**config.mk**
```make
export PLATFORM = sky130hd
export DESIGN_NAME = ekvt_cell
export DESIGN_NICKNAME = d
export VERILOG_FILES = /design/src/hw/rtl/ekvt_pkg.sv /design/src/hw/rtl/ekvt_cell.sv
export SDC_FILE = /design/constraint.sdc
export NUM_CORES = 1
export LEC_CHECK = 0
export ABC_AREA = 1
export BUFFER_PORTS_ARGS = -buffer_cell sky130_fd_sc_hd__buf_4
export CAP_MARGIN = 20
export CORE_AREA = 10 10 184 186
export DETAILED_ROUTE_END_ITERATION = 7
export DIE_AREA = 0 0 194 196
export GPL_TIMING_DRIVEN = 0
export PLACE_DENSITY = 0.55
export SLEW_MARGIN = 0
export SYNTH_ARGS = -nofsm -noshare
export SYNTH_HDL_FRONTEND = slang
export SYNTH_SLANG_ARGS = --single-unit
```
**constraint.sdc**
```tcl
create_clock -name i_clk -period 6.1 [get_ports i_clk]
set_input_delay 1.22 -clock i_clk [delete_from_list [all_inputs] [get_ports i_clk]]
set_output_delay 1.22 -clock i_clk [all_outputs]
set_load 0.1 [all_outputs]
```
**src/hw/rtl/ekvt_pkg.sv**
```systemverilog
`timescale 1ns / 1ps
// ----------------------------------------------------------------------------
// ekvt_pkg: shared types and constants
// sizes, operation codes, request/response payloads and cell link structs
// ----------------------------------------------------------------------------
package ekvt_pkg;

    localparam int TABLE_DEPTH = 16;
    localparam int KEY_W       = 32;
    localparam int VAL_W       = 32;
    localparam int TIME_W      = 32;
    localparam int CNT_W       = $clog2(TABLE_DEPTH + 1);
    localparam int OUT_CNT_W   = 5;

    typedef enum logic [1:0] {
        OP_INSERT = 2'd0,
        OP_LOOKUP = 2'd1,
        OP_SWEEP  = 2'd2,
        OP_NONE   = 2'd3
    } t_op;

    typedef enum logic [1:0] {
        ACT_HOLD,
        ACT_INSERT,
        ACT_PULL
    } t_cell_act;

    typedef enum logic [1:0] {
        ST_IDLE,
        ST_EXEC,
        ST_SWEEP
    } t_state;

    typedef struct packed {
        t_op               operation;
        logic [KEY_W-1:0]  entry_key;
        logic [VAL_W-1:0]  entry_value;
        logic [TIME_W-1:0] expiry_stamp;
        logic [TIME_W-1:0] now_time;
    } t_req;

    typedef struct packed {
        logic                 hit;
        logic [VAL_W-1:0]     read_value;
        logic                 dropped;
        logic [OUT_CNT_W-1:0] entry_count;
    } t_rsp;

    typedef struct packed {
        logic [KEY_W-1:0]  key;
        logic [VAL_W-1:0]  value;
        logic [TIME_W-1:0] expiry;
    } t_entry;

    typedef struct packed {
        t_cell_act         act;
        t_entry            ins;
        logic [TIME_W-1:0] now;
    } t_cell_cmd;

    typedef struct packed {
        t_entry           entry;
        logic             gt;
        logic             found;
        logic [VAL_W-1:0] value;
    } t_cell_link;

endpackage

```
**src/hw/rtl/ekvt_cell.sv**
```systemverilog
`timescale 1ns / 1ps
// ----------------------------------------------------------------------------
// ekvt_cell: one table slot
// holds one entry, compares it against the broadcast command and passes
// entry, insert position and lookup result on to its neighbor
// ----------------------------------------------------------------------------
module ekvt_cell import ekvt_pkg::*; (
    input  logic       i_clk,
    input  t_cell_cmd  i_cmd,
    input  logic       i_occ,
    input  t_cell_link i_prev,
    input  t_entry     i_next_entry,
    output t_cell_link o_link,
    output logic       o_stale
);

    t_entry r_entry;
    t_entry n_entry;
    logic   gt;
    logic   match;

    assign gt    = !i_occ || (r_entry.expiry > i_cmd.ins.expiry);
    assign match = i_occ && !(i_cmd.now > r_entry.expiry) && (r_entry.key == i_cmd.ins.key);

    assign o_stale      = i_occ && (r_entry.expiry < i_cmd.now);
    assign o_link.entry = r_entry;
    assign o_link.gt    = gt;
    assign o_link.found = i_prev.found || match;
    assign o_link.value = i_prev.found ? i_prev.value : (match ? r_entry.value : '0);

    always_comb begin
        n_entry = r_entry;
        case (i_cmd.act)
            ACT_INSERT: begin
                if (gt) begin
                    n_entry = i_prev.gt ? i_prev.entry : i_cmd.ins;
                end
            end
            ACT_PULL: begin
                n_entry = i_next_entry;
            end
            default: begin
                n_entry = r_entry;
            end
        endcase
    end

    always_ff @(posedge i_clk) begin
        r_entry <= n_entry;
    end

endmodule

```
==> results.cfg, run 1 <==
[run_status]
outcome = complete, no violations

[setup_path]
crit_required_ns = 4.88
rr_startpoint = o_link[65]
path_class = primary input to primary output
crit_path_end_kind = primary output
crit_arrival_ns = 3.09
worstPathMaxFanout = 10
crit_path_start_kind = primary input
cp-endpoint = o_link[17]
r2r_slack_ns = 3.07
r2r_cells = 11
startpoint = i_cmd[31]
r2r-end = o_link[93]

[power]
ir_worst_vdd_uv = 128
p_total_mw = 2.65
leakage_nw = 6.23
power_density_nw_per_um2 = 218

[detailed_routing]
vias = 9062
first_pass_iters = 5
viasPerCell = 4.58
routedWlPerCell_um = 20.3
drt_iter0_markers = 421
ant_nets = 0
drc = 0
wirelength_mm = 40.2

[floorplanning]
die_y_um = 196
floorplan.initialDensity_pct = 25.5
die_x_um = 194
core_area_um2 = 30300
dieArea_um2 = 38000
pin_count = 489
row_count = 64

[clock_network]
cts.sinks = 96
clk_latency_ns = 0.37
cts.path.max_buffers = 2
numCtsBuffers = 9
postCtsSetupBuffers = 0
clkTransAtPathRegs_ns = 0.07
cts-resized-gates = 0
ctsHoldBuffers = 0
clockRootBuffer = clkbuf_16
cts.htree.levels = 3
cts_tree = done

[global_routing]
grt_use_total_pct = 20.0
antenna_found_initial = 5
grt_pass1_vias = 9496
overflow = 0
grt_first_pass_wirelength_mm = 58.7
grt_start_max_net_pins = 57

[place]
io_buffers = 486
dp_hpwl_mm = 33.9
place_congestion = 0.933
post_dp_cell_area_um2 = 11900
place_inst = 1959

[synth]
postSynthCellCount = 1076
synth_nets = 1497
synth.distinct_cells = 33
yosysSeqAreaShare_pct = 37.3
syn_area_um2 = 7720
ys_seq_elements = 96
yosys_warnings = 0
syn-mean-instance-area_um2 = 7.18

[hold_path]
hp-class = primary input to flop
hp-start = i_next_entry[72]

[layout]
nets = 1995
final_cells = 1978
drive_above_1_share_pct = 33.8
area_growth_pct = 58.0
final_area_um2 = 12200
largest_reg_flops = 96

[sta]
setup_violations = 0
min_period_ns = 4.31
final.period_utilization_pct = 70.6
rsz0062_at_grt = no
clock_skew_ns = 0.0176
max_freq_mhz = 232
hold_viol_final = 0
worstMarginPinSlew_ns = 0.778
max-slew-margin-rel_pct = 48.2
final_max_slew_viol_count = 0

[run]
max-cap-violations = 0
[cell usage in the layout (no fill, tap or decap), types with 3 or more instances in the layout]
cell type  count
clkbuf_16      9
xor2_1         3
or2_2          6
a31oi_1       96
inv_1        128
o21a_1         3
nor2_1       166
o21ai_0        7
nand3_1       32
ha_1          63
buf_6          5
clkbuf_1      35
edfxtp_1      96
diode_2        4
nand2_1      344
a21oi_1       29
buf_2          4
nand4_1        9
nand3_2        9
buf_4        487
xnor2_1        9
buf_1         11
[critical path: stages]
cell and delay, ns:
buf_4 0.08, inv_1 0.04, ha_1 0.30, nand2_2 0.08
nor4_2 0.31, and3_1 0.21, nand2_2 0.06, nand2_4 0.14
buf_6 0.16, nand3_1 0.11, nand2_1 0.08, buf_4 0.29
[logic make-up (layout without fill, tap and decap cells)]
kind of cell             Yosys count  count (layout)  synth area share [%]
buffers and inverters            186             688                  9.79
other                              0               4                     0
AO/OA/AOI/OAI                    142             142                  11.0
adder cells (fa/ha/maj)           63              63                  10.2
AND/OR/NAND/NOR                  577             577                  30.3
XOR/XNOR                          12              12                  1.36
flip-flops                        96              96                  37.3
[worst min path at each step]
stage / slack (ns) / end / cells past startpoint
2_1_floorplan: 1.47 / o_link[129] / 2
3_3_place_gp: 1.56 / o_link[102] / 3
3_5_place_dp: 1.57 / o_link[60] / 3
4_1_cts: 1.18 / o_link[103] / 3
5_1_grt: 1.20 / o_link[88] / 3
6_report: 1.20 / o_link[106] / 3
[area by class of cell]
class	instances	area, µm²
Clock buffer	10	229
Timing Repair Buffer	487	3680
Clock inverter	5	58.8
Antenna cell	4	10.0
Inverter	130	488
Tap cell	396	495
Multi-Input combinational cell	794	4090
Buffer	56	268
Fill cell	3252	18100
Sequential cell	96	2880
[where the power goes]
group | internal (mW) | total, mW | switching [mW]
Combinational | 0.365 | 1.20 | 0.834
Clock | 0.317 | 0.599 | 0.282
Sequential | 0.807 | 0.856 | 0.0485
[routing by layer]
metal | GRT usage (%) | vias to the layer above | wire length (µm)
met5 | 0 | - | 20
met4 | 6.70 | 2 | 1030
met3 | 5.23 | 52 | 2820
met2 | 35.5 | 327 | 20300
met1 | 22.9 | 4154 | 16100
li1 | - | 4527 | -
[cells in the mapped netlist, drive strengths merged]
cell    count  area (µm²)
a31oi      96         601
clkinv      2        7.51
nor4        1        12.5
xor2        3        26.3
o21ai       9        45.0
and3        2        12.5
buf        22         140
o21a        3        22.5
o211ai      1        7.51
nand2     348        1320
clkbuf     34         128
nor2      167         634
or2         6        37.5
nand4       9        56.3
o22ai       2        12.5
nand3      41         250
a21oi      29         145
nor3        3        20.0
a21o        2        15.0
inv       128         480
edfxtp     96        2880
ha         63         788
xnor2       9        78.8
[per-stage QoR]
step / setup TNS (ns) / hold WS [ns] / worst slack (ns) / utilization, %
floorplan: 0 / 1.47 / 1.29 / -
global placement: -52.38 / 1.56 / -0.555 / 39.2
detailed placement: 0 / 1.57 / 1.78 / 39.3
CTS: 0 / 1.18 / 1.77 / 40.3
global route: 0 / 1.20 / 1.66 / 40.3
finish: 0 / 1.20 / 1.79 / 40.3
Note: power is estimated with default switching activity, not from simulation.
==> inputs of run 2 (changes only) <==
- ABC_AREA: 1 -> 0
- CORE_AREA: 10 10 184 186 -> 10 10 183 185
- DIE_AREA: 0 0 194 196 -> 0 0 193 195
- PLACE_DENSITY: 0.55 -> 0.54
- clock period: 6.1 -> 4.4 ns (I/O delays scaled with it)
==> run 2 against run 1 <==
Against the previous run: highest routed layer is now met4; combinational power rose by 33%; die area fell by 1.0%; via count fell by 14%; power rose by 35%; sequential power rose by 39%; routed wire length fell by 6.5%.
==> results.cfg, run 2 <==
[clock_network]
clkTransAtPathRegs_ns = 0.09
postCtsSetupBuffers = 0
cts-resized-gates = 0
clockRootBuffer = clkbuf_16
ctsHoldBuffers = 0
cts.path.max_buffers = 2
cts_tree = done
cts.sinks = 96
cts.htree.levels = 3
clk_latency_ns = 0.36
numCtsBuffers = 9

[place]
post_dp_cell_area_um2 = 11600
dp_hpwl_mm = 32.0
place_congestion = 0.919
io_buffers = 486
dp_slack_ns = 0.0185

[sta]
final.period_utilization_pct = 94.5
setup_violations = 0
clock_skew_ns = 0.0210
max_freq_mhz = 240
hold_viol_final = 0
max-slew-margin-rel_pct = 37.5
min_period_ns = 4.16
final_max_slew_viol_count = 0
setup_tns_ns = 0
rsz0062_at_grt = no
worstMarginPinSlew_ns = 0.938
layout_setup_ws_ns = 0.242

[hold_path]
holdPathStages = 3
hp-start = i_next_entry[72]
holdPathEnd = o_link[106]
hp-class = primary input to flop

[detailed_routing]
first_pass_iters = 5
vias = 7801
routedWlPerCell_um = 22.1
wirelength_mm = 37.6
drt_iter0_markers = 362
viasPerCell = 4.59
ant_nets = 0
drc = 0

[layout]
final_common_cell = buf_4
final_area_um2 = 12000
area_growth_pct = 60.4
drive_above_1_share_pct = 42.0
mostFrequentLayoutCells = buf_4 (488), nand2_1 (145), o21ai_0 (100)
largest_reg_flops = 96
nets = 1719

[global_routing]
grt_use_total_pct = 18.9
grt_first_pass_wirelength_mm = 53.3
overflow = 0
grt_pass1_vias = 8214
grt_start_max_net_pins = 53
antenna_found_initial = 1

[run]
max-cap-violations = 0

[floorplanning]
pin_count = 489
die_x_um = 193
row_count = 64
die_y_um = 195
dieArea_um2 = 37600
floorplan.initialDensity_pct = 24.8
core_area_um2 = 30000

[synth]
synthXorXnorAreaFrac_pct = 3.76
synth-main-ff-cell = edfxtp_1
synth_nets = 1219
async_reset_ff_share_pct = 0
syn-mean-instance-area_um2 = 9.35
yosys_warnings = 0
yosysMostFrequentCell = nand2_1
muxShareOfSynthArea_pct = 12.9
synth_top_cell_area_share_pct = 38.7
synth.distinct_cells = 41
synth_area_leader_cell = edfxtp_1
synth.top_cells.by_area = edfxtp_1 (39%), mux2i_1 (13%), ha_1 (11%)
synth-compound-area-share_pct = 14.5
synthTopCellsByCount = nand2_1 (145), o21ai_0 (100), edfxtp_1 (96), mux2i_1 (96)
synthSimpleGateAreaFrac_pct = 13.8
syn_area_um2 = 7460
synth_fa_ha_area_share_pct = 10.6
postSynthCellCount = 798
synth_top_family_by_area = compound AO/OA/AOI/OAI gates
yosysSeqAreaShare_pct = 38.7
synth-edff-count = 96
ys_seq_elements = 96

[setup_path]
critPathBufInv = 5
path_common_cell = buf_4
crit_required_ns = 3.52
path_cells = buf_4 -> inv_1 -> ha_1 -> nand4_1 -> nor2_1 -> o2111ai_1 -> a31oi_2 -> o21ai_4 -> buf_12 -> buf_6 -> o21ai_2 -> buf_4
crit_arrival_ns = 3.28
crit_path_start_kind = primary input
crit_family = compound AO/OA/AOI/OAI gates
r2r_cells = 8
r2r_slack_ns = 1.04
worstPathMaxFanout = 10
slowest_stage = a31oi_2
r2r-end = o_link[108]
critPathMaxStageDelay_ns = 0.34
crit_path_end_kind = primary output
path_class = primary input to primary output
rr_startpoint = o_link[51]

[power]
ir_worst_vdd_uv = 140
power_density_nw_per_um2 = 300
leakage_nw = 5.73

[run_status]
outcome = complete, no violations
run 2: area by class of cell:
class                      count  area [µm²]
fill                        3105       18100
multi-input combinational    596        4160
timing repair buffer         489        3700
sequential                    96        2880
tap                          396         495
inverter                      63         236
clock buffer                   9         225
buffer                        43         193
clock inverter                 7        63.8
antenna                        1        2.50
run 2: metal layers:
metal	vias to the layer above	share of wire, %	track usage [%]
met1	3634	39	21.6
met5	-	0	0
met2	303	51	33.6
met3	34	8.1	5.15
li1	3830	-	-
met4	0	2.4	5.47
run 2: per-stage QoR:
step / instances / utilization, % / power [mW] / hold WS [ns]
4_1_cts: 1697 / 39.7 / 3.63 / 0.772
3_5_place_dp: 1681 / 38.8 / 2.82 / 1.16
6_report: 1700 / 39.8 / 3.59 / 0.789
5_1_grt: 1700 / 39.8 / 3.75 / 0.780
2_1_floorplan: 798 / - / 2.23 / 1.07
3_3_place_gp: 1680 / 38.7 / 2.80 / 1.15
run 2: how the worst max path moves through the flow:
stage	startpoint	to	depth (start not counted)
after floorplan	o_link[53]	o_stale	6
after global placement	i_cmd[62]	o_link[88]	9
after detailed placement	i_cmd[22]	o_link[21]	10
after CTS	i_cmd[22]	o_link[21]	10
after global routing	i_cmd[15]	o_link[21]	12
final	i_cmd[29]	o_link[21]	12
run 2: cells by family after synthesis:
group	count (synthesis)
flip-flops	96
AO/OA/AOI/OAI	178
adder cells (fa/ha/maj)	63
AND/OR/NAND/NOR	227
multiplexers	96
buffers and inverters	106
XOR/XNOR	32
run 2: power breakdown:
group	switching, mW	internal (mW)	leakage (nW)
registers	0.0657	1.12	0.929
logic	1.10	0.500	4.66
clock network	0.406	0.396	0.140
total	1.57	2.01	5.73
run 2: worst register-to-register path, stage by stage, from the launching register on:
cell and delay (ns):
edfxtp_1 0.44, ha_1 0.33, a21o_1 0.17, a221o_1 0.33, a221oi_1 0.32, o211ai_1 0.26, or3b_1 0.45, a21o_4 0.42
buf_16 0.31
==> inputs of run 3 (changes only) <==
- PLACE_DENSITY: 0.54 -> default
- PLACE_DENSITY_LB_ADDON: default -> 0.2
==> run 3 against run 2 <==
Against the previous run: final cell count shrank 0.12%; combinational power is essentially flat; flip-flop and latch count is the same; global-route usage shrank 0.55 points.
==> results.cfg, run 3 (synthesized netlist as in run 2, its figures left out) <==
[power]
seqPwrFrac_pct = 32.9
internal_power_mw = 2.06
pwr-share-clk_pct = 22.7
power_density_nw_per_um2 = 301
power_switching_mw = 1.55
leakage_nw = 5.73
combPwrFrac_pct = 44.4
p_sw_share_pct = 42.9
ir_worst_vdd_uv = 179

[setup_path]
worstPathMaxFanout = 10
crit_required_ns = 3.52
crit_path_end_kind = primary output
crit_path_start_kind = primary input
crit_arrival_ns = 3.29
path_class = primary input to primary output

[sta]
final_max_slew_viol_count = 0
hold_viol_final = 0
rsz0062_at_grt = no
max_freq_mhz = 240
clock_skew_ns = 0.0124
fin_hold_ws_ns = 0.794
final.period_utilization_pct = 94.7
setup_tns_ns = 0
setup_violations = 0
worstMarginPinSlew_ns = 0.871
min_period_ns = 4.17
max-slew-margin-rel_pct = 42.0

[floorplanning]
die_y_um = 195
row_count = 64
die_x_um = 193
pin_count = 489
dieArea_um2 = 37600
core_area_um2 = 30000
floorplan.initialDensity_pct = 24.8

[detailed_routing]
ant_nets = 0
first_pass_iters = 4
wl_met1_mm = 14.4
viasPerCell = 4.56
routedWlPerCell_um = 21.7
drc = 0
drt_iter0_markers = 326
met2WireLength_mm = 19.0
wirelength_mm = 36.9
met3_length_mm = 2.97
routed.top_layer = met4
vias = 7744

[clock_network]
ctsHoldBuffers = 0
clk_latency_ns = 0.36
numCtsBuffers = 9
cts.path.max_buffers = 2
cts.htree.levels = 3
clockRootBuffer = clkbuf_16
clkTransAtPathRegs_ns = 0.08
cts_tree = done
cts.sinks = 96

[global_routing]
grt_first_pass_wirelength_mm = 52.2
antenna_found_initial = 0
grt_start_max_net_pins = 53
overflow = 0
grt_use_total_pct = 18.4
grt_pass1_vias = 8246

[place]
io_buffers = 486
place_inst = 1681
dp_hpwl_mm = 31.3
place_congestion = 0.939

[layout]
mostFrequentLayoutCells = buf_4 (488), nand2_1 (145), o21ai_0 (100)
drive_above_1_share_pct = 41.9
nets = 1719
fill_cells = 3131
area_growth_pct = 60.4
largest_reg_flops = 96
n_antenna_cell = 0
final_common_cell = buf_4
final_cells = 1698

[hold_path]
hp-class = primary input to flop

[run_status]
outcome = complete, no violations

[run]
max-cap-violations = 0
run 3: metrics by stage:
step | setup WS [ns] | power, mW | utilization, % | cell area [µm²]
floorplan | -0.0373 | 2.23 | - | 7460
global placement | -0.546 | 2.80 | 38.7 | 11600
detailed placement | -0.0438 | 2.81 | 38.8 | 11600
CTS | 0.0667 | 3.65 | 39.7 | 11900
global route | 0.136 | 3.77 | 39.8 | 12000
finish | 0.233 | 3.60 | 39.8 | 12000
run 3: worst max-delay path: stages:
cell and delay [ns]:
buf_4 0.08, inv_1 0.03, ha_1 0.30, a21oi_1 0.14, o21ai_1 0.11, a221o_1 0.36, a2111o_1 0.53, o21ai_4 0.18
buf_12 0.15, buf_6 0.18, o21ai_2 0.10, buf_4 0.24
run 3: final timing paths:
kind | start | to | slack [ns] | cells after the start
hold / removal | i_next_entry[51] | o_link[85] | 0.79 | 3
setup / recovery | i_cmd[19] | o_link[24] | 0.23 | 12
setup reg to reg | o_link[64] | o_link[100] | 1.05 | 8
hold reg to reg | o_link[50] | o_link[43] | 1.64 | 5
run 3: what timing repair did:
action | 4_1_cts | 5_1_grt
resized for setup | 1 | 1
buffers inserted | 0 | 2
pin swaps | 0 | 1
cloned | 0 | 0
setup endpoints to repair | 5 | 18
run 3: final cells by class:
class                   count  area (µm²)  area share, %
multi-input cells         596        4170           34.8
inverters                  63         236           1.98
clock inverters             5        58.8          0.492
flip-flops and latches     96        2880           24.1
plain buffers              43         193           1.61
well taps                 396         495           4.14
repair buffers            489        3700           31.0
clock buffers              10         229           1.91
run 3: routing by layer:
| metal | up-vias | track usage, % |
|---|---|---|
| li1 | 3822 | - |
| met1 | 3581 | 20.9 |
| met2 | 316 | 33.4 |
| met3 | 25 | 4.63 |
| met4 | 0 | 4.05 |
| met5 | - | 0 |
run 3: power by group through the flow:
| stage | registers [mW] | logic (mW) | clock network, mW |
|---|---|---|---|
| floorplan | 1.75 | 0.484 | 0 |
| global placement | 1.21 | 1.59 | 0 |
| detailed placement | 1.20 | 1.61 | 0 |
| CTS | 1.18 | 1.61 | 0.853 |
| global route | 1.19 | 1.69 | 0.881 |
| finish | 1.18 | 1.60 | 0.820 |
